**src/hdl/lnpv_pkg.sv**
```systemverilog
package lnpv_pkg;

    // stack geometry
    localparam int STACK_DEPTH = 16;
    localparam int IDX_W       = $clog2(STACK_DEPTH);
    localparam int CNT_W       = $clog2(STACK_DEPTH + 1);

    // "no note" marker for the last note that took the voice
    localparam logic [7:0] NOTE_NONE = 8'hFF;

    // key operations
    localparam logic OP_PRESS   = 1'b0;
    localparam logic OP_RELEASE = 1'b1;

    // voice events
    localparam logic [1:0] EV_NONE  = 2'd0;
    localparam logic [1:0] EV_START = 2'd1;
    localparam logic [1:0] EV_GLIDE = 2'd2;
    localparam logic [1:0] EV_STOP  = 2'd3;

    // cell modes
    localparam logic [1:0] CM_HOLD = 2'd0;
    localparam logic [1:0] CM_ROT  = 2'd1;
    localparam logic [1:0] CM_DEL  = 2'd2;
    localparam logic [1:0] CM_INS  = 2'd3;

    // control broadcast to every stack cell
    typedef struct packed {
        logic [1:0]       mode;
        logic [IDX_W-1:0] pos;
        logic [CNT_W-1:0] total;
        logic [6:0]       note;
    } t_cell_ctl;

endpackage

```
**src/hdl/lnpv_if.sv**
```systemverilog
// key event channel
interface lnpv_in_if;
    logic       valid;
    logic       ready;
    logic       op;
    logic [6:0] note;

    modport source (output valid, output op, output note, input ready);
    modport sink   (input valid, input op, input note, output ready);
endinterface

// voice result channel
interface lnpv_out_if;
    logic       valid;
    logic       ready;
    logic       voice_active;
    logic [6:0] owner_note;
    logic [1:0] voice_event;
    logic [4:0] held_count;

    modport source (output valid, output voice_active, output owner_note,
                    output voice_event, output held_count, input ready);
    modport sink   (input valid, input voice_active, input owner_note,
                    input voice_event, input held_count, output ready);
endinterface

```
**src/hdl/lnpv_cell.sv**
```systemverilog
module lnpv_cell
    import lnpv_pkg::*;
(
    input  logic             i_clk,
    input  logic [IDX_W-1:0] i_index,
    input  t_cell_ctl        i_ctl,
    input  logic [6:0]       i_right,
    output logic [6:0]       o_note
);

    logic [6:0]       r_note;
    logic [6:0]       n_note;
    logic [CNT_W:0]   w_idx_e;
    logic [CNT_W:0]   w_total_e;

    assign w_idx_e   = {{(CNT_W + 1 - IDX_W){1'b0}}, i_index};
    assign w_total_e = {1'b0, i_ctl.total};

    // next held note of this slot
    always_comb begin
        n_note = r_note;
        case (i_ctl.mode)
            CM_ROT: begin
                n_note = i_right;
            end
            CM_DEL: begin
                if ((i_index >= i_ctl.pos) && ((w_idx_e + 1'b1) < w_total_e)) begin
                    n_note = i_right;
                end
            end
            CM_INS: begin
                if (w_idx_e == w_total_e) begin
                    n_note = i_ctl.note;
                end
            end
            default: begin
                n_note = r_note;
            end
        endcase
    end

    always_ff @(posedge i_clk) begin
        r_note <= n_note;
    end

    assign o_note = r_note;

endmodule

```
**src/hdl/lnpv_stack.sv**
```systemverilog
module lnpv_stack
    import lnpv_pkg::*;
(
    input  logic       i_clk,
    input  t_cell_ctl  i_ctl,
    output logic [6:0] o_head
);

    logic [6:0] w_notes [STACK_DEPTH];

    // ring of slots, each one takes its upper neighbor, the top wraps to slot 0
    for (genvar j = 0; j < STACK_DEPTH; j++) begin : g_cell
        lnpv_cell u_cell (
            .i_clk   (i_clk),
            .i_index (IDX_W'(j)),
            .i_ctl   (i_ctl),
            .i_right (w_notes[(j + 1) % STACK_DEPTH]),
            .o_note  (w_notes[j])
        );
    end

    assign o_head = w_notes[0];

endmodule

```
**src/hdl/last_note_priority_voice_core.sv**
```systemverilog
// a key word is taken only in idle; the walk of the stack ring then visits one slot per cycle,
//   then the update step registers the result word; the next key word is taken only after
//   that update, which waits while the sink holds an earlier result word
// reset: synchronous, active low; clears held count, voice state and handshakes,
//   stack slot contents stay undefined until written
module last_note_priority_voice_core
    import lnpv_pkg::*;
(
    input  logic              i_clk,
    input  logic              i_rst_n,
    lnpv_in_if.sink           i_in,
    lnpv_out_if.source        o_out
);

    localparam logic [1:0] S_IDLE = 2'd0;
    localparam logic [1:0] S_SCAN = 2'd1;
    localparam logic [1:0] S_UPD  = 2'd2;

    logic [1:0]       r_state, n_state;
    logic [IDX_W-1:0] r_cnt, n_cnt;
    logic             r_op, n_op;
    logic [6:0]       r_note, n_note;
    logic             r_found, n_found;
    logic [IDX_W-1:0] r_match, n_match;
    logic [6:0]       r_top1, n_top1;
    logic [6:0]       r_top2, n_top2;
    logic [CNT_W-1:0] r_total, n_total;
    logic             r_voice_on, n_voice_on;
    logic [6:0]       r_owner, n_owner;
    logic [7:0]       r_prev, n_prev;
    logic             r_out_valid, n_out_valid;
    logic             r_out_active, n_out_active;
    logic [6:0]       r_out_owner, n_out_owner;
    logic [1:0]       r_out_event, n_out_event;
    logic [4:0]       r_out_count, n_out_count;

    t_cell_ctl        w_ctl;
    logic [6:0]       w_head;
    logic [CNT_W:0]   w_cnt_e;
    logic [CNT_W:0]   w_total_e;
    logic [CNT_W:0]   w_match_e;
    logic             w_out_free;
    logic             w_can_ins;
    logic [CNT_W-1:0] w_total_new;
    logic [7:0]       w_top_after;
    logic [CNT_W+4:0] w_count_wide;
    logic [7:0]       w_note_e;

    lnpv_stack u_stack (
        .i_clk  (i_clk),
        .i_ctl  (w_ctl),
        .o_head (w_head)
    );

    assign w_cnt_e    = {{(CNT_W + 1 - IDX_W){1'b0}}, r_cnt};
    assign w_match_e  = {{(CNT_W + 1 - IDX_W){1'b0}}, r_match};
    assign w_total_e  = {1'b0, r_total};
    assign w_out_free = !r_out_valid || o_out.ready;
    assign w_can_ins  = !r_found && (r_total != CNT_W'(STACK_DEPTH));
    assign w_note_e   = {1'b0, r_note};

    assign i_in.ready = (r_state == S_IDLE);

    // stack count and top of stack after this word
    always_comb begin
        w_total_new = r_total;
        w_top_after = NOTE_NONE;
        if (r_op == OP_PRESS) begin
            if (w_can_ins) begin
                w_total_new = r_total + 1'b1;
            end
        end else begin
            if (r_found) begin
                w_total_new = r_total - 1'b1;
                if (r_total > CNT_W'(1)) begin
                    w_top_after = ((w_match_e + 1'b1) == w_total_e) ? {1'b0, r_top2}
                                                                      : {1'b0, r_top1};
                end
            end else if (r_total != '0) begin
                w_top_after = {1'b0, r_top1};
            end
        end
    end

    assign w_count_wide = {5'b0, w_total_new};

    // cell control
    always_comb begin
        w_ctl.mode  = CM_HOLD;
        w_ctl.pos   = r_match;
        w_ctl.total = r_total;
        w_ctl.note  = r_note;
        if (r_state == S_SCAN) begin
            w_ctl.mode = CM_ROT;
        end else if ((r_state == S_UPD) && w_out_free) begin
            if ((r_op == OP_PRESS) && w_can_ins) begin
                w_ctl.mode = CM_INS;
            end else if ((r_op == OP_RELEASE) && r_found) begin
                w_ctl.mode = CM_DEL;
            end
        end
    end

    // sequencer and voice update
    always_comb begin
        n_state      = r_state;
        n_cnt        = r_cnt;
        n_op         = r_op;
        n_note       = r_note;
        n_found      = r_found;
        n_match      = r_match;
        n_top1       = r_top1;
        n_top2       = r_top2;
        n_total      = r_total;
        n_voice_on   = r_voice_on;
        n_owner      = r_owner;
        n_prev       = r_prev;
        n_out_valid  = r_out_valid && !o_out.ready;
        n_out_active = r_out_active;
        n_out_owner  = r_out_owner;
        n_out_event  = r_out_event;
        n_out_count  = r_out_count;

        case (r_state)
            S_IDLE: begin
                if (i_in.valid) begin
                    n_op    = i_in.op;
                    n_note  = i_in.note;
                    n_found = 1'b0;
                    n_cnt   = '0;
                    n_state = S_SCAN;
                end
            end
            S_SCAN: begin
                // slot r_cnt sits at the head of the ring this cycle
                if (!r_found && (w_cnt_e < w_total_e) && (w_head == r_note)) begin
                    n_found = 1'b1;
                    n_match = r_cnt;
                end
                if ((w_cnt_e + 1'b1) == w_total_e) begin
                    n_top1 = w_head;
                end
                if ((w_cnt_e + 2'd2) == w_total_e) begin
                    n_top2 = w_head;
                end
                n_cnt = r_cnt + 1'b1;
                if (r_cnt == IDX_W'(STACK_DEPTH - 1)) begin
                    n_state = S_UPD;
                end
            end
            S_UPD: begin
                if (w_out_free) begin
                    n_total     = w_total_new;
                    n_out_event = EV_NONE;
                    if (r_op == OP_PRESS) begin
                        if (r_voice_on && (r_prev != NOTE_NONE) && (r_owner != r_note)) begin
                            n_out_event = EV_GLIDE;
                        end else begin
                            n_out_event = EV_START;
                        end
                        n_voice_on = 1'b1;
                        n_owner    = r_note;
                        n_prev     = w_note_e;
                    end else if (!r_voice_on || (r_owner != r_note)) begin
                        if (r_prev == w_note_e) begin
                            n_prev = w_top_after;
                        end
                    end else if ((w_top_after != NOTE_NONE) && (w_top_after != w_note_e)) begin
                        // fall back to the newest key still held
                        n_owner     = w_top_after[6:0];
                        n_prev      = w_top_after;
                        n_out_event = EV_GLIDE;
                    end else begin
                        n_voice_on  = 1'b0;
                        n_owner     = 7'd0;
                        n_prev      = w_top_after;
                        n_out_event = EV_STOP;
                    end
                    n_out_valid  = 1'b1;
                    n_out_active = n_voice_on;
                    n_out_owner  = n_voice_on ? n_owner : 7'd0;
                    n_out_count  = w_count_wide[4:0];
                    n_state      = S_IDLE;
                end
            end
            default: begin
                n_state = S_IDLE;
            end
        endcase
    end

    // control registers
    always_ff @(posedge i_clk) begin
        if (!i_rst_n) begin
            r_state     <= S_IDLE;
            r_cnt       <= '0;
            r_found     <= 1'b0;
            r_total     <= '0;
            r_voice_on  <= 1'b0;
            r_owner     <= 7'd0;
            r_prev      <= NOTE_NONE;
            r_out_valid <= 1'b0;
        end else begin
            r_state     <= n_state;
            r_cnt       <= n_cnt;
            r_found     <= n_found;
            r_total     <= n_total;
            r_voice_on  <= n_voice_on;
            r_owner     <= n_owner;
            r_prev      <= n_prev;
            r_out_valid <= n_out_valid;
        end
    end

    // payload registers
    always_ff @(posedge i_clk) begin
        r_op         <= n_op;
        r_note       <= n_note;
        r_match      <= n_match;
        r_top1       <= n_top1;
        r_top2       <= n_top2;
        r_out_active <= n_out_active;
        r_out_owner  <= n_out_owner;
        r_out_event  <= n_out_event;
        r_out_count  <= n_out_count;
    end

    assign o_out.valid        = r_out_valid;
    assign o_out.voice_active = r_out_active;
    assign o_out.owner_note   = r_out_owner;
    assign o_out.voice_event  = r_out_event;
    assign o_out.held_count   = r_out_count;

    // held count never passes the stack depth
    a_total_bound: assert property (@(posedge i_clk) disable iff (!i_rst_n)
        r_total <= CNT_W'(STACK_DEPTH))
        else $error("held count above stack depth");

    // a result word only appears out of the update step
    a_out_from_upd: assert property (@(posedge i_clk) disable iff (!i_rst_n)
        $rose(r_out_valid) |-> $past(r_state) == S_UPD)
        else $error("result word without update step");

    // a silent voice has no owner
    a_owner_clear: assert property (@(posedge i_clk) disable iff (!i_rst_n)
        !r_voice_on |-> r_owner == 7'd0)
        else $error("owner set while voice is off");

    // an accepted key word starts the ring walk at slot zero
    a_scan_start: assert property (@(posedge i_clk) disable iff (!i_rst_n)
        (i_in.valid && i_in.ready) |=> (r_state == S_SCAN) && (r_cnt == '0))
        else $error("ring walk did not start at slot zero");

endmodule

```
**src/flat_wrapper.sv**
```systemverilog
// flat-port wrapper written by rule: the top's interface ports become plain ports
module last_note_priority_voice_core_flat import lnpv_pkg::*;
  (i_clk, i_rst_n, i_in_valid, i_in_op, i_in_note, i_in_ready, o_out_valid, o_out_voice_active, o_out_owner_note, o_out_voice_event, o_out_held_count, o_out_ready);
  lnpv_in_if i_in_i ();
  lnpv_out_if o_out_i ();
  input  logic i_clk;
  input  logic i_rst_n;
  input wire logic [$bits(i_in_i.valid)-1:0] i_in_valid;
  input wire logic [$bits(i_in_i.op)-1:0] i_in_op;
  input wire logic [$bits(i_in_i.note)-1:0] i_in_note;
  output wire logic [$bits(i_in_i.ready)-1:0] i_in_ready;
  output wire logic [$bits(o_out_i.valid)-1:0] o_out_valid;
  output wire logic [$bits(o_out_i.voice_active)-1:0] o_out_voice_active;
  output wire logic [$bits(o_out_i.owner_note)-1:0] o_out_owner_note;
  output wire logic [$bits(o_out_i.voice_event)-1:0] o_out_voice_event;
  output wire logic [$bits(o_out_i.held_count)-1:0] o_out_held_count;
  input wire logic [$bits(o_out_i.ready)-1:0] o_out_ready;
  assign i_in_i.valid = i_in_valid;
  assign i_in_i.op = i_in_op;
  assign i_in_i.note = i_in_note;
  assign i_in_ready = i_in_i.ready;
  assign o_out_valid = o_out_i.valid;
  assign o_out_voice_active = o_out_i.voice_active;
  assign o_out_owner_note = o_out_i.owner_note;
  assign o_out_voice_event = o_out_i.voice_event;
  assign o_out_held_count = o_out_i.held_count;
  assign o_out_i.ready = o_out_ready;
  last_note_priority_voice_core u_core (.i_clk(i_clk), .i_rst_n(i_rst_n), .i_in(i_in_i), .o_out(o_out_i));
endmodule
```
**config.mk**
```make
export PLATFORM = sky130hd
export DESIGN_NAME = last_note_priority_voice_core_flat
export DESIGN_NICKNAME = d
export VERILOG_FILES = /design/src/hdl/lnpv_pkg.sv /design/src/hdl/lnpv_if.sv /design/src/hdl/lnpv_cell.sv /design/src/hdl/lnpv_stack.sv /design/src/hdl/last_note_priority_voice_core.sv /design/src/flat_wrapper.sv
export SDC_FILE = /design/constraint.sdc
export NUM_CORES = 1
export LEC_CHECK = 0
export ABC_AREA = 1
export BUFFER_PORTS_ARGS = -buffer_cell sky130_fd_sc_hd__buf_2
export CORE_MARGIN = 1
export CORE_UTILIZATION = 62
export CTS_CLUSTER_DIAMETER = 60
export DETAILED_ROUTE_END_ITERATION = 10
export HOLD_SLACK_MARGIN = 0.02
export MAX_ROUTING_LAYER = met4
export PLACE_DENSITY = 0.88
export REMOVE_ABC_BUFFERS = 1
export SLEW_MARGIN = 10
export SYNTH_ARGS = -nofsm -noshare
export SYNTH_HDL_FRONTEND = slang
export SYNTH_SLANG_ARGS = --single-unit
```
**constraint.sdc**
```tcl
create_clock -name i_clk -period 3.6 [get_ports i_clk]
set_input_delay 0.9 -clock i_clk [delete_from_list [all_inputs] [get_ports i_clk]]
set_output_delay 0.9 -clock i_clk [all_outputs]
set_load 0.1 [all_outputs]
```
* Word level (Yosys, flattened, before mapping)
Index checks and enable logic that the tools add are counted. Widths: inputs -> output; s select.
Operators by class: add/sub/neg operators 6, $mul 0, div/mod/pow operators 0, magnitude comparators 34, equality and inequality tests 68, shifts and indexed selects 0, muxes and demuxes 86, bitwise operators 1, reductions and logical operators 62
Operators with widths (number):
- $pmux 7 s3 | 16
- $mux 7 | 36
- $ne 2x1->1 const B | 33
- $reduce_and 3->1 | 19
- $mux 8 | 7
- $eq 4x5->1 const A | 8
- $lt 4x5->1 const A | 8
- $ge 4x4->1 const A | 8
- $logic_and 1x1->1 | 26
- $eq 3x5->1 const A | 4
- $lt 3x5->1 const A | 4
- $mux 2 | 10
- $eq 6x5->1 | 3
- $ge 3x4->1 const A | 4
- $ne 8x8->1 const B | 2
- $mux 5 | 3
- $reduce_and 2->1 | 6
- $add 4x1->5 const B | 2
- $eq 2x5->1 const A | 2
- $lt 2x5->1 const A | 2
- $mux 1 | 10
- $eq 8x7->1 | 1
- $ge 1x4->1 const A | 2
- $ge 2x4->1 const A | 2
- other kinds (30) | 39
Word-level totals: bits in registers 182, latch bits 0, RAM bits 0, ROM bits 0, input port bits 12, word-level logic and storage cells 290, memories 0

* Logic depth before layout (Yosys ltp)
Gate-level depths: netlist (run 1).
word-level depth 13, gate-level depth with buffers 21

* Cells and area by module
Synthesis (run 1) repeated with hierarchy kept, for this count alone.
Second synthesis, totals: cells, all modules 1805, area, all modules 14969.4 µm²
Modules (own cells, without submodules):
- lnpv_cell at u_core.u_stack.g_cell[10].u_cell ... | instances 15, cells an instance 80, area an instance 674.4 µm²
- last_note_priority_voice_core | instances 1, cells an instance 525, area an instance 4194.0 µm²
- lnpv_cell at u_core.u_stack.g_cell[0].u_cell | instances 1, cells an instance 78, area an instance 651.9 µm²
- lnpv_stack | instances 1, cells an instance 2, area an instance 7.5 µm²

* Worst setup path before layout (run 1)
No wires, ideal clock.
kind input port to flip-flop, from input o_out_ready, to register u_core.u_stack.g_cell[9].u_cell.r_note[0], enable pin, setup time 0.380 ns, arrival 2.870 ns, data required time 3.220 ns, setup slack 0.350 ns, stages 8, path buffers 0, cells stage by stage nor2_1 nor2_2 inv_2 nor2_1 nor2_1 nand2_1 a31oi_1 nor3_1
On the way: word-level cells in the longest chain between the ends 7, elaborated cells between the ends (all ways) 11
Ends and longest elaborated chain:
- start, declared | RTL line flat_wrapper.sv:17 | input wire logic [$bits(o_out_i.ready)-1:0] o_out_ready;
- $logic_or 1x1->1 * | RTL line last_note_priority_voice_core.sv:58 | assign w_out_free = !r_out_valid || o_out.ready;
- $logic_and 1x1->1 * | RTL line last_note_priority_voice_core.sv:95 | end else if ((r_state == S_UPD) && w_out_free) begin
- $mux 2 * | RTL line last_note_priority_voice_core.sv:95
- $mux 2 * | RTL line last_note_priority_voice_core.sv:93 | if (r_state == S_SCAN) begin
- $eq 2x2->1 / $eq 2x1->1 (equally long branches) | RTL line lnpv_cell.sv:22 | case (i_ctl.mode)
- $ne 2x1->1 (no line) / $reduce_bool 3->1 (equally long branches)
- $reduce_and 3->1 (no line) *
- end signal, assigned | RTL line lnpv_cell.sv:43 | r_note <= n_note;
- end, declared | RTL line lnpv_cell.sv:11 | logic [6:0] r_note;
Mark *: on every way between the ends. The rest lies on a longest branch, timed or not. A chain may end at the register's enable or synchronous reset.

* Worst setup path after layout (run 1)
from register u_core.r_total[1], to register u_core.u_stack.g_cell[0].u_cell.r_note[0], enable pin
On the way: word-level cells in the longest chain between the ends 9, elaborated cells between the ends (all ways) 16
Ends and longest elaborated chain:
- start, declared | RTL line last_note_priority_voice_core.sv:27 | logic [CNT_W-1:0] r_total, n_total;
- start signal, assigned | RTL line last_note_priority_voice_core.sv:207 | r_total <= n_total;
- $ne 5x5->1 | RTL line last_note_priority_voice_core.sv:59 | assign w_can_ins = !r_found && (r_total != CNT_W'(STACK_DEPTH));
- $logic_and 1x1->1 | RTL line last_note_priority_voice_core.sv:59
- $logic_and 1x1->1 | RTL line last_note_priority_voice_core.sv:96 | if ((r_op == OP_PRESS) && w_can_ins) begin
- $mux 2 | RTL line last_note_priority_voice_core.sv:96
- $mux 2 | RTL line last_note_priority_voice_core.sv:95
- $mux 2 | RTL line last_note_priority_voice_core.sv:93
- $eq 2x2->1 / $eq 2x1->1 (equally long branches) | RTL line lnpv_cell.sv:22
- $ne 2x1->1 (no line) / $reduce_bool 3->1 (equally long branches)
- $reduce_and 3->1 (no line) *
- end signal, assigned | RTL line lnpv_cell.sv:43
- end, declared | RTL line lnpv_cell.sv:11
Marked as above.

==> reports/metrics.yaml, run 1 <==
final_cell_count_no_fill: 1163
r2r_end: "u_core.u_stack.g_cell[0].u_cell.o_note[0]$_DFFE_PP_"
final_area_mm2: 0.009569
endpoint_kind: "register"
fmaxAchievable_mhz: 305.7
cp_cell_sequence: "inv_2 > ha_1 > inv_1 > nor3_1 > nor2_1 > nand2_1 > nand2_1 > inv_1 > nor2_1 > nor2_1 > clkinv_1 > o21ai_0 > a21oi_1"
outcome: "completed"
maximum_number_of_pins_on_one_net_before_global_route_repair: 79
detailedRoute.firstPassIterationCount: 6
start_util_pct: 63.16
detail_route.vias_per_cell: 5.839
clock_tree_from_tritoncts: "yes"
finalMaxSlewViolations: 0
vdd.ir_drop.worst_mv: 0.4002
later_pin_clock_latency_in_the_skew_report_ps: 430
ctsHoldBuffers: 0
numPortBuffers: 28
via_count: 6791
finalNetCount: 996
dpl.cell_count: 1131
ioPinCount: 29
synth.ff_latch_count: 182
fp.dieArea_mm2: 0.01456
critPathMostFrequentCell: "sky130_fd_sc_hd__nor2_1"
holdCritStartpoint: "u_core.r_cnt[0]$_SDFFE_PN0P_"
grt_setup_unrepaired: "false"
worstReg2RegStart: "u_core.r_total[1]$_SDFFE_PN0P_"
initial_antenna_violation_count: 0
critical_path.n_buffers_inverters: 4
setup.worst_path.start_class: "register"
hold_class: "register to register"
critPathRequiredTime_ps: 3660
detailed_place.area_mm2: 0.009025
ys_seq_area_share_pct: 59.26
route.top_layer_used: "met4"
final-setup-viol-count: 0
clock_sinks: 182
fin_crit_sh_pct: 90.88
initialDrtViolationCount: 863
clk_pin_slew_ps: 70
synth.lib_cells_used.distinct: 40
cpLargestDelayFamily: "simple AND/OR/NAND/NOR gates"
grt_usage_pct: 29.95
crit_path_top_delay_cell: "sky130_fd_sc_hd__a21oi_1"
synth-edff-count: 153
synth-async-reset-ratio_pct: 0
mappedNetlistArea_mm2: 0.008733
met3WireLength_um: 1834
worst_setup_path_endpoint: "u_core.u_stack.g_cell[0].u_cell.o_note[0]$_DFFE_PP_"
crit_path_max_fanout: 10
post-route-min-period_ps: 3272
synthToLayoutAreaGrowth_pct: 9.570
remaining_antenna_violation_count_after_routing: 0
grt_overflow: 0
synth.top_cells.by_count: "335 x sky130_fd_sc_hd__nand2_1, 153 x sky130_fd_sc_hd__edfxtp_1, 88 x sky130_fd_sc_hd__inv_1, 56 x sky130_fd_sc_hd__a21oi_1, 48 x sky130_fd_sc_hd__nor2_1"
finalHoldViolations: 0
finalClockSkew_ps: 10.85
placeableCoreArea_mm2: 0.01383
timing.critical_path.depth: 13
die_height_um: 120.7
dieWidth_um: 120.7
post_drt_wl_per_cell_um: 17.38
ctsResizeCount: 0
yosysTopAreaCell: "sky130_fd_sc_hd__edfxtp_1"
synth_top_cells_by_area: "sky130_fd_sc_hd__edfxtp_1 53%, sky130_fd_sc_hd__nand2_1 14%, sky130_fd_sc_hd__dfxtp_1 6.6%"
routedLengthMet1_um: 8460
syn_avg_cell_area_um2: 9.164
finalWeightedCongestion: 0.9775
rrSetupSlack_ps: 330
post_synthesis_instance_total: 953
cts_htree_levels: 4
dp.final_hpwl_um: 13360
wire_length_of_the_first_global_routing_pass_um: 32000
slew_at_the_pin_closest_to_its_max_slew_limit_ps: 874.2
antenna_cells: 0
maxCapViolations: 0
clock-root-buffer: "sky130_fd_sc_hd__clkbuf_16"
final_worst_slack_ps: 328.3
crit_arrival_ps: 3330
power-per-cell-area_mw_per_mm2: 462.5
first_global_vias: 6299
setup.worst_path.start: "u_core.r_total[1]$_SDFFE_PN0P_"
p_leak_uw: 0.004385
filler_cell_count: 1007
ys.flop_type: "sky130_fd_sc_hd__edfxtp_1"
synth.most_common_cell: "sky130_fd_sc_hd__nand2_1"
drcViolationCount: 0
top_area_cell_type_share_of_the_netlist_area_pct: 52.61
std_cell_rows: 43
start_to_end_type_of_the_worst_setup_path: "register to register"
worst_path_largest_cell_delay_ps: 590
finalPower_uw: 4426
syn_warnings: 0
worst_reg2reg_path_length_in_cells: 13
post-cts-setup-buffers: 0
layout-drive-gt1-share_pct: 9.359
dp_worst_setup_slack_ps: 388.4
max-slew-margin-rel_pct: 41.66
routed-wl-met2_um: 9529
wl_um: 20210
cts-root-to-sink-buffers: 2
cts_made_buffers: 17
==> registers in the layout (all words and copies together), names as in the netlist, 7 cells and up <==
signal                               flops
u_core.o_out.owner_note                  7
u_core.r_note                            7
u_core.r_owner                           7
u_core.r_prev                            8
u_core.r_top1                            7
u_core.r_top2                            7
u_core.u_stack.g_cell.u_cell.o_note    112
==> layout make-up <==
cell class / instances / area [um2] / share of cell area [%]
Inverter: 98 / 367.9 / 3.844
Timing Repair Buffer: 41 / 237.7 / 2.484
Clock inverter: 11 / 103.9 / 1.085
Tap cell: 180 / 225.2 / 2.354
Clock buffer: 21 / 440.4 / 4.603
Multi-Input combinational cell: 630 / 3019 / 31.55
Sequential cell: 182 / 5175 / 54.08
==> layer usage <==
layer  track usage, %  up-vias
met2            45.26      383
met1            39.87     3184
li1                 -     3182
met3            6.604       42
met4            11.34        0
met5                -        -
==> through the flow <==
step                TNS, ps  utilization (%)  hold WS [ps]
global placement          0            65.27         480.0
finish                    0            69.21         498.7
floorplan            -29030                -         453.3
CTS                       0            69.21         501.7
detailed placement        0            65.27         484.7
global route              0            69.21         532.2
==> where the power goes <==
group	switching (uW)	internal, uW	total, uW
clock network	808	959	1770
logic	152	65.0	217
registers	50.9	2390	2440
==> placed cells by master, fill, tap and decap left out, types with 3 or more instances in the layout <==
master	instances
sky130_fd_sc_hd__o21ai_0	43
sky130_fd_sc_hd__buf_2	28
sky130_fd_sc_hd__a31oi_1	3
sky130_fd_sc_hd__inv_2	9
sky130_fd_sc_hd__clkbuf_1	4
sky130_fd_sc_hd__xor2_1	21
sky130_fd_sc_hd__nand2_2	4
sky130_fd_sc_hd__ha_1	14
sky130_fd_sc_hd__inv_6	3
sky130_fd_sc_hd__xnor2_1	7
sky130_fd_sc_hd__nand4_1	15
sky130_fd_sc_hd__a21oi_1	56
sky130_fd_sc_hd__clkbuf_16	17
sky130_fd_sc_hd__nand3_1	34
sky130_fd_sc_hd__dfxtp_1	29
sky130_fd_sc_hd__nand2_1	335
sky130_fd_sc_hd__clkinv_2	3
sky130_fd_sc_hd__nor2_1	48
sky130_fd_sc_hd__buf_4	13
sky130_fd_sc_hd__nor3_1	8
sky130_fd_sc_hd__o211ai_1	13
sky130_fd_sc_hd__inv_1	88
sky130_fd_sc_hd__edfxtp_1	153
sky130_fd_sc_hd__nor2_2	4
==> kinds of logic (layout without fill, tap and decap cells) <==
logic type / after synthesis / after routing / share of synthesized area, %
AO/OA/AOI/OAI: 133 / 133 / 8.625
XOR/XNOR: 28 / 28 / 2.808
AND/OR/NAND/NOR: 455 / 455 / 21.13
buffers and inverters: 141 / 171 / 6.175
adder cells (fa/ha/maj): 14 / 14 / 2.006
flip-flops: 182 / 182 / 59.26
==> worst min path at each step <==
stage | slack, ps | to | cells past startpoint
after floorplan | 450 | u_core.r_match[0]$_DFFE_PP_ | 0
after global placement | 480 | u_core.r_match[0]$_DFFE_PP_ | 0
after detailed placement | 480 | u_core.r_match[0]$_DFFE_PP_ | 0
after CTS | 500 | u_core.r_match[0]$_DFFE_PP_ | 0
after global routing | 530 | u_core.r_match[0]$_DFFE_PP_ | 0
final | 500 | u_core.r_match[0]$_DFFE_PP_ | 0
(Power assumes the default switching activity.)
==> run 2, diff against run 1 <==
--- a/config.mk
+++ b/config.mk
@@ -5,7 +5,6 @@
 export SDC_FILE = /design/constraint.sdc
 export NUM_CORES = 1
 export LEC_CHECK = 0
-export ABC_AREA = 1
 export BUFFER_PORTS_ARGS = -buffer_cell sky130_fd_sc_hd__buf_2
 export CORE_MARGIN = 1
 export CORE_UTILIZATION = 62
@@ -13,9 +12,10 @@
 export DETAILED_ROUTE_END_ITERATION = 10
 export HOLD_SLACK_MARGIN = 0.02
 export MAX_ROUTING_LAYER = met4
-export PLACE_DENSITY = 0.88
+export PLACE_DENSITY = 0.87
 export REMOVE_ABC_BUFFERS = 1
 export SLEW_MARGIN = 10
 export SYNTH_ARGS = -nofsm -noshare
 export SYNTH_HDL_FRONTEND = slang
+export SYNTH_HIERARCHICAL = 1
 export SYNTH_SLANG_ARGS = --single-unit
==> run 2 against run 1 <==
  * The run now ends with setup timing left
  * Hold slack gained 22 ps
  * Combinational power grew to 3.0 times the previous value
  * Clock power grew 6%
  * Global-route usage grew 1.2 points
  * Cell count grew 66%
  * Wire length grew 66%
  * Critical path type unchanged
==> reports/metrics.yaml, run 2 <==
setup.worst_path.start_class: "register"  # unchanged
start_to_end_type_of_the_worst_setup_path: "register to register"  # unchanged
clock_tree_from_tritoncts: "yes"  # unchanged
post-route-min-period_ps: 3659  # was 3272 ps
dp.final_hpwl_um: 21950  # was 13360 um
clk_pin_slew_ps: 70  # about the same
initial_antenna_violation_count: 0  # unchanged
std_cell_rows: 54  # was 43
layout.cells.most_common_list: "272 x sky130_fd_sc_hd__conb_1, 199 x sky130_fd_sc_hd__ha_1, 172 x sky130_fd_sc_hd__inv_1"  # was 335 x sky130_fd_sc_hd__nand2_1, 153 x sky130_fd_sc_hd__edfxtp_1, 88 x sky130_fd_sc_hd__inv_1
finalNetCount: 1851  # was 996
filler_cell_count: 1355  # was 1007
footprint_of_the_multi_input_gates_mm2: 0.008901  # was 0.003019 mm2
vdd.ir_drop.worst_mv: 0.3570  # was 0.4002 mV
ioPinCount: 29  # unchanged
wl_um: 33500  # was 20210 um
synth.top_cells.by_count: "201 x sky130_fd_sc_hd__ha_1, 172 x sky130_fd_sc_hd__inv_1, 153 x sky130_fd_sc_hd__edfxtp_1, 113 x sky130_fd_sc_hd__mux2_2, 81 x sky130_fd_sc_hd__xnor2_1"  # was 335 x sky130_fd_sc_hd__nand2_1, 153 x sky130_fd_sc_hd__edfxtp_1, 88 x sky130_fd_sc_hd__inv_1, 56 x sky130_fd_sc_hd__a21oi_1, 48 x sky130_fd_sc_hd__nor2_1
final_worst_slack_ps: -58.93  # was 328.3 ps
slew_at_the_pin_closest_to_its_max_slew_limit_ps: 1034  # was 874.2 ps
final_cell_count_no_fill: 1931  # was 1163
fmaxAchievable_mhz: 273.3  # was 305.7 MHz
cts-root-to-sink-buffers: 2  # unchanged
finalPower_uw: 4938  # was 4426 uW
power-per-cell-area_mw_per_mm2: 301.4  # was 462.5 mW/mm2
ff_latch_area_mm2: 0.005181  # was 0.005175 mm2
grt_usage_pct: 31.20  # was 29.95%
numPortBuffers: 28  # unchanged
ys_seq_area_share_pct: 37.50  # was 59.26%
syn_avg_cell_area_um2: 10.71  # was 9.164 um2
maxCapViolations: 0  # unchanged
dieWidth_um: 151.2  # was 120.7 um
cts_htree_levels: 4  # unchanged
synth.ff_latch_count: 182  # unchanged
layout_commonest_cell: "sky130_fd_sc_hd__conb_1"  # was sky130_fd_sc_hd__nand2_1
synth-async-reset-ratio_pct: 0  # unchanged
via_count: 10804  # was 6791
cts_made_buffers: 17  # unchanged
post_synthesis_instance_total: 1288  # was 953
ctsHoldBuffers: 0  # unchanged
first_global_vias: 10801  # was 6299
outcome: "finished with violations"  # was completed
synthToLayoutAreaGrowth_pct: 18.70  # was 9.570%
wire_length_of_the_first_global_routing_pass_um: 53170  # was 32000 um
max-slew-margin-rel_pct: 30.43  # was 41.66%
ys.flop_type: "sky130_fd_sc_hd__edfxtp_1"  # unchanged
finalClockSkew_ps: 8.415  # was 10.85 ps
top_area_cell_type_share_of_the_netlist_area_pct: 33.29  # was 52.61%
endpoint_kind: "register"  # unchanged
grt_overflow: 0  # unchanged
clock-root-buffer: "sky130_fd_sc_hd__clkbuf_16"  # unchanged
largest_reg_flops: 112  # unchanged
post_drt_wl_per_cell_um: 17.35  # was 17.38 um
grt_setup_unrepaired: "true"  # was false
violations: "setup timing"
synth_top_cells_by_area: "sky130_fd_sc_hd__edfxtp_1 33%, sky130_fd_sc_hd__ha_1 18%, sky130_fd_sc_hd__mux2_2 9.2%"  # was sky130_fd_sc_hd__edfxtp_1 53%, sky130_fd_sc_hd__nand2_1 14%, sky130_fd_sc_hd__dfxtp_1 6.6%
start_util_pct: 63.24  # was 63.16%
crit_arrival_ps: 3830  # was 3330 ps
remaining_antenna_violation_count_after_routing: 0  # unchanged
syn_warnings: 6  # was 0
finalMaxSlewViolations: 0  # unchanged
dpl.cell_count: 1892  # was 1131
critPathRequiredTime_ps: 3770  # was 3660 ps
later_pin_clock_latency_in_the_skew_report_ps: 430  # about the same
antenna_cells: 0  # unchanged
initialDrtViolationCount: 961  # was 863
hold_class: "register to register"  # unchanged
worst_hold_slack_ps: 520.8  # was 498.7 ps
detailedRoute.firstPassIterationCount: 5  # was 6
finalHoldViolations: 0  # unchanged
fp.dieArea_mm2: 0.02286  # was 0.01456 mm2
die_height_um: 151.2  # was 120.7 um
layout-drive-gt1-share_pct: 18.23  # was 9.359%
finalWeightedCongestion: 0.8857  # was 0.9775
synth.most_common_cell: "sky130_fd_sc_hd__ha_1"  # was sky130_fd_sc_hd__nand2_1
yosysTopAreaCell: "sky130_fd_sc_hd__edfxtp_1"  # unchanged
fin_crit_sh_pct: 101.6  # was 90.88%
p_leak_uw: 0.007425  # was 0.004385 uW
synth.lib_cells_used.distinct: 67  # was 40
mappedNetlistArea_mm2: 0.01380  # was 0.008733 mm2
final-setup-viol-count: 3  # was 0
clock_sinks: 182  # unchanged
placeableCoreArea_mm2: 0.02182  # was 0.01383 mm2
synth-edff-count: 153  # unchanged
crit_path_max_fanout: 7  # was 10
detail_route.vias_per_cell: 5.595  # was 5.839
maximum_number_of_pins_on_one_net_before_global_route_repair: 39  # was 79
fin_tns_setup_ps: -116.3  # was 0 ps
drcViolationCount: 0  # unchanged
run 2: cell types whose count changed in the layout (fill, tap and decap cells not counted), moves of 55 or more:
| cell | delta |
|---|---|
| sky130_fd_sc_hd__buf_4 | +55 |
| sky130_fd_sc_hd__conb_1 | +272 |
| sky130_fd_sc_hd__ha_1 | +185 |
| sky130_fd_sc_hd__inv_1 | +84 |
| sky130_fd_sc_hd__mux2_2 | +113 |
| sky130_fd_sc_hd__nand2_1 | -302 |
| sky130_fd_sc_hd__xnor2_1 | +74 |
run 2: final timing paths:
kind                                      start                                        to  slack (ps)  cells past startpoint
setup / recovery    u_core/r_match[0]$_DFFE_PP_  u_core/o_out.owner_note[5]$_SDFFCE_PN0P_         -60                     12
hold / removal    u_core/r_prev[2]$_SDFFE_PN1P_             u_core/r_prev[2]$_SDFFE_PN1P_         520                      2
setup reg to reg    u_core/r_match[0]$_DFFE_PP_  u_core/o_out.owner_note[5]$_SDFFCE_PN0P_         -60                     12
hold reg to reg   u_core/r_prev[2]$_SDFFE_PN1P_             u_core/r_prev[2]$_SDFFE_PN1P_         520                      2
run 2: logic make-up after synthesis:
| kind of cell | count (synthesis) | synth area share (%) |
|---|---|---|
| multiplexers | 116 | 9.438 |
| buffers and inverters | 211 | 6.156 |
| flip-flops | 182 | 37.50 |
| AND/OR/NAND/NOR | 237 | 9.084 |
| other | 2 | 0.05442 |
| AO/OA/AOI/OAI | 215 | 11.68 |
| adder cells (fa/ha/maj) | 201 | 18.22 |
| XOR/XNOR | 124 | 7.869 |
run 2: cell type report:
| type | instances | area share, % |
|---|---|---|
| clock inverter | 15 | 1.001 |
| sequential | 182 | 31.63 |
| timing repair buffer | 99 | 4.338 |
| tap | 280 | 2.139 |
| multi-input combinational | 1165 | 54.33 |
| clock buffer | 17 | 2.597 |
| inverter | 173 | 3.964 |
run 2: metrics by stage:
| stage | util (%) | instance area [um2] | worst slack, ps |
|---|---|---|---|
| finish | 75.07 | 16380 | -58.93 |
| global route | 75.07 | 16380 | -87.13 |
| CTS | 74.55 | 16270 | -7.210 |
| detailed placement | 71.62 | 15630 | -203.2 |
| global placement | 71.62 | 15630 | 28.56 |
| floorplan | - | 14610 | -2097 |
run 2: timing repair:
item	4_1_cts	5_1_grt
pin swaps	1	13
gates resized for setup	6	11
endpoints found under the setup margin	14	52
setup buffers	1	7
run 2: power breakdown:
| part | internal (uW) | total, uW | switching [uW] | leakage [uW] |
|---|---|---|---|---|
| clock network | 985 | 1870 | 885 | 0.000285 |
| registers | 2370 | 2410 | 37.7 | 0.00167 |
| logic | 282 | 656 | 373 | 0.00547 |
run 2: per-layer routing:
metal | vias to the layer above | share of wire [%] | track usage [%]
met5 | - | 0 | -
met4 | 0 | 3.8 | 14.05
met3 | 125 | 6.8 | 4.217
met2 | 465 | 50 | 53.20
met1 | 5153 | 39 | 36.58
li1 | 5061 | - | -
run 2: critical path, cell delays in order (launching register included):
cell	delay, ps
sky130_fd_sc_hd__edfxtp_1	480
sky130_fd_sc_hd__ha_4	220
sky130_fd_sc_hd__o21ba_1	210
sky130_fd_sc_hd__a221o_1	400
sky130_fd_sc_hd__a2111o_1	510
sky130_fd_sc_hd__nand2_1	180
sky130_fd_sc_hd__o22a_1	310
sky130_fd_sc_hd__xor2_1	160
sky130_fd_sc_hd__nor3_2	130
sky130_fd_sc_hd__buf_4	160
sky130_fd_sc_hd__a31oi_4	160
sky130_fd_sc_hd__a221oi_2	380
sky130_fd_sc_hd__nor2_1	90
==> run 3, diff against run 2 <==
--- a/config.mk
+++ b/config.mk
@@ -6,13 +6,14 @@
 export NUM_CORES = 1
 export LEC_CHECK = 0
 export BUFFER_PORTS_ARGS = -buffer_cell sky130_fd_sc_hd__buf_2
+export CAP_MARGIN = 20
 export CORE_MARGIN = 1
-export CORE_UTILIZATION = 62
+export CORE_UTILIZATION = 46
 export CTS_CLUSTER_DIAMETER = 60
 export DETAILED_ROUTE_END_ITERATION = 10
 export HOLD_SLACK_MARGIN = 0.02
 export MAX_ROUTING_LAYER = met4
-export PLACE_DENSITY = 0.87
+export PLACE_DENSITY = 0.7
 export REMOVE_ABC_BUFFERS = 1
 export SLEW_MARGIN = 10
 export SYNTH_ARGS = -nofsm -noshare
==> run 3 against run 2 <==
  * The run now ends clean
  * Core utilization is 20 points lower
  * Sequential power hardly changed
  * Critical endpoint is now u_core/o_out.voice_event[0]$_DFFE_PP_
  * Setup slack better by 260 ps
  * Register-to-register slack better by 260 ps
  * Final area is 0.14% higher
  * Total power is 0.78% lower
  * Hold slack worse by 16 ps
  * Wire length is 15% lower
  * Clock skew is 3.7 ps higher
  * Die area is 34% higher
==> reports/metrics.yaml, run 3 (same netlist as run 2, synthesis figures left out) <==
detailedRoute.firstPassIterationCount: 5  # unchanged
fin_crit_sh_pct: 94.31  # was 101.6%
post-route-min-period_ps: 3395  # was 3659 ps
start_to_end_type_of_the_worst_setup_path: "register to register"  # unchanged
clock_tree_from_tritoncts: "yes"  # unchanged
finalClockSkew_ps: 12.13  # was 8.415 ps
detail_route.vias_per_cell: 4.905  # was 5.595
vdd.ir_drop.worst_mv: 0.3811  # was 0.3570 mV
initialDrtViolationCount: 509  # was 961
grt_setup_unrepaired: "false"  # was true
std_cell_rows: 63  # was 54
post_drt_wl_per_cell_um: 14.07  # was 17.35 um
setup.worst_path.start_class: "register"  # unchanged
post-route-util_pct: 55.50  # was 75.07%
dieWidth_um: 175.2  # was 151.2 um
fmaxAchievable_mhz: 294.5  # was 273.3 MHz
grt_overflow: 0  # unchanged
initial_antenna_violation_count: 0  # unchanged
later_pin_clock_latency_in_the_skew_report_ps: 430  # about the same
clk_pin_slew_ps: 70  # about the same
crit_arrival_ps: 3580  # was 3830 ps
p_leak_uw: 0.007374  # was 0.007425 uW
endpoint_kind: "register"  # unchanged
fp.dieArea_mm2: 0.03070  # was 0.02286 mm2
max-slew-margin-rel_pct: 59.09  # was 30.43%
maxCapViolations: 0  # unchanged
ioPinCount: 29  # unchanged
clock-root-buffer: "sky130_fd_sc_hd__clkbuf_16"  # unchanged
layout-drive-gt1-share_pct: 17.22  # was 18.23%
finalMaxSlewViolations: 0  # unchanged
largest_reg_flops: 112  # unchanged
finalHoldViolations: 0  # unchanged
filler_cell_count: 2574  # was 1355
crit_path_max_fanout: 5  # was 7
numPortBuffers: 28  # unchanged
post-cts-setup-buffers: 0  # was 1
die_height_um: 175.2  # was 151.2 um
layout_commonest_cell: "sky130_fd_sc_hd__conb_1"  # unchanged
synthToLayoutAreaGrowth_pct: 18.88  # was 18.70%
placeableCoreArea_mm2: 0.02956  # was 0.02182 mm2
power-per-cell-area_mw_per_mm2: 298.6  # was 301.4 mW/mm2
dp.final_hpwl_um: 20470  # was 21950 um
slew_at_the_pin_closest_to_its_max_slew_limit_ps: 613.7  # was 1034 ps
finalNetCount: 1843  # was 1851
finalWeightedCongestion: 0.8495  # was 0.8857
critPathRequiredTime_ps: 3780  # was 3770 ps
grt_usage_pct: 20.26  # was 31.20%
layout.cells.most_common_list: "272 x sky130_fd_sc_hd__conb_1, 200 x sky130_fd_sc_hd__ha_1, 172 x sky130_fd_sc_hd__inv_1"  # was 272 x sky130_fd_sc_hd__conb_1, 199 x sky130_fd_sc_hd__ha_1, 172 x sky130_fd_sc_hd__inv_1
first_global_vias: 9818  # was 10.80k
clock_sinks: 182  # unchanged
maximum_number_of_pins_on_one_net_before_global_route_repair: 40  # was 39
dpl.cell_count: 2001  # was 1892
remaining_antenna_violation_count_after_routing: 0  # unchanged
cts_made_buffers: 17  # unchanged
hold_class: "register to register"  # unchanged
wire_length_of_the_first_global_routing_pass_um: 47960  # was 53170 um
drcViolationCount: 0  # unchanged
via_count: 9972  # was 10.80k
cts_htree_levels: 4  # unchanged
wl_um: 28600  # was 33500 um
outcome: "completed"  # was finished with violations
antenna_cells: 0  # unchanged
final-setup-viol-count: 0  # was 3
cts-root-to-sink-buffers: 2  # unchanged
final_cell_count_no_fill: 2033  # was 1931
ctsHoldBuffers: 0  # unchanged
start_util_pct: 46.69  # was 63.24%
[run 3: cell count changes in the layout (fill, tap and decap cells not counted), moves of 2 or more]
cell / delta
sky130_fd_sc_hd__a221oi_2: -5
sky130_fd_sc_hd__inv_8: -2
sky130_fd_sc_hd__a32oi_2: -2
sky130_fd_sc_hd__inv_6: +2
sky130_fd_sc_hd__buf_4: -7
sky130_fd_sc_hd__a221oi_1: +5
[run 3: final timing paths]
path | from | end | slack [ps] | depth (start not counted)
max | u_core/r_match[0]$_DFFE_PP_ | u_core/o_out.voice_event[0]$_DFFE_PP_ | 200 | 11
min | u_core/r_prev[0]$_SDFFE_PN1P_ | u_core/r_prev[0]$_SDFFE_PN1P_ | 500 | 2
max reg2reg | u_core/r_match[0]$_DFFE_PP_ | u_core/o_out.voice_event[0]$_DFFE_PP_ | 200 | 11
min reg2reg | u_core/r_prev[0]$_SDFFE_PN1P_ | u_core/r_prev[0]$_SDFFE_PN1P_ | 500 | 2
[run 3: power breakdown]
group,switching (uW),internal [uW]
Sequential,32.1,2370
Combinational,348,279
Clock,823,1040
Total,1200,3700
[run 3: repair_timing]
action | 4_1_cts | 5_1_grt
setup endpoints to repair | 8 | 16
pin swaps | 0 | 5
resized for setup | 1 | 7
[run 3: metrics by stage]
step                hold slack [ps]  power [uW]  setup slack (ps)  area (um2)  TNS, ps
finish                        504.9        4899             204.8       16410        0
global route                  542.3        5120             32.58       16410        0
CTS                           511.2        4921             43.26       16360        0
detailed placement            498.4        3060             1.183       15760        0
global placement              492.1        3041             87.10       15760        0
floorplan                     466.5        2905             -2097       14610  -429580
[run 3: layout make-up]
cell class | instances | area [um2] | share of cell area [%]
sequential | 182 | 5180 | 31.57
tap | 390 | 488.0 | 2.974
multi-input combinational | 1165 | 8857 | 53.99
clock inverter | 14 | 163.9 | 0.9991
inverter | 173 | 649.4 | 3.958
timing repair buffer | 91 | 638.1 | 3.890
clock buffer | 18 | 429.2 | 2.616
[run 3: worst max-delay path, cell delays in order, from the launching register on]
cell and delay (ps):
sky130_fd_sc_hd__edfxtp_1 400, sky130_fd_sc_hd__ha_2 230, sky130_fd_sc_hd__o21ba_1 180, sky130_fd_sc_hd__a221o_1 380
sky130_fd_sc_hd__a2111o_1 490, sky130_fd_sc_hd__a32oi_2 300, sky130_fd_sc_hd__and4bb_1 260, sky130_fd_sc_hd__a21oi_1 170
sky130_fd_sc_hd__o22ai_2 120, sky130_fd_sc_hd__nand3_1 180, sky130_fd_sc_hd__nand2_1 110, sky130_fd_sc_hd__a221o_1 310
[run 3: metal layers]
layer | vias to the layer above | part of all wire (%) | routed length [um] | global-route usage, %
met4 | 0 | 1.5 | 422 | 5.399
met1 | 4698 | 47 | 13430 | 26.06
met2 | 192 | 48 | 13750 | 33.56
met5 | - | 0 | 0 | -
li1 | 5047 | - | - | -
met3 | 35 | 3.5 | 1002 | 2.567
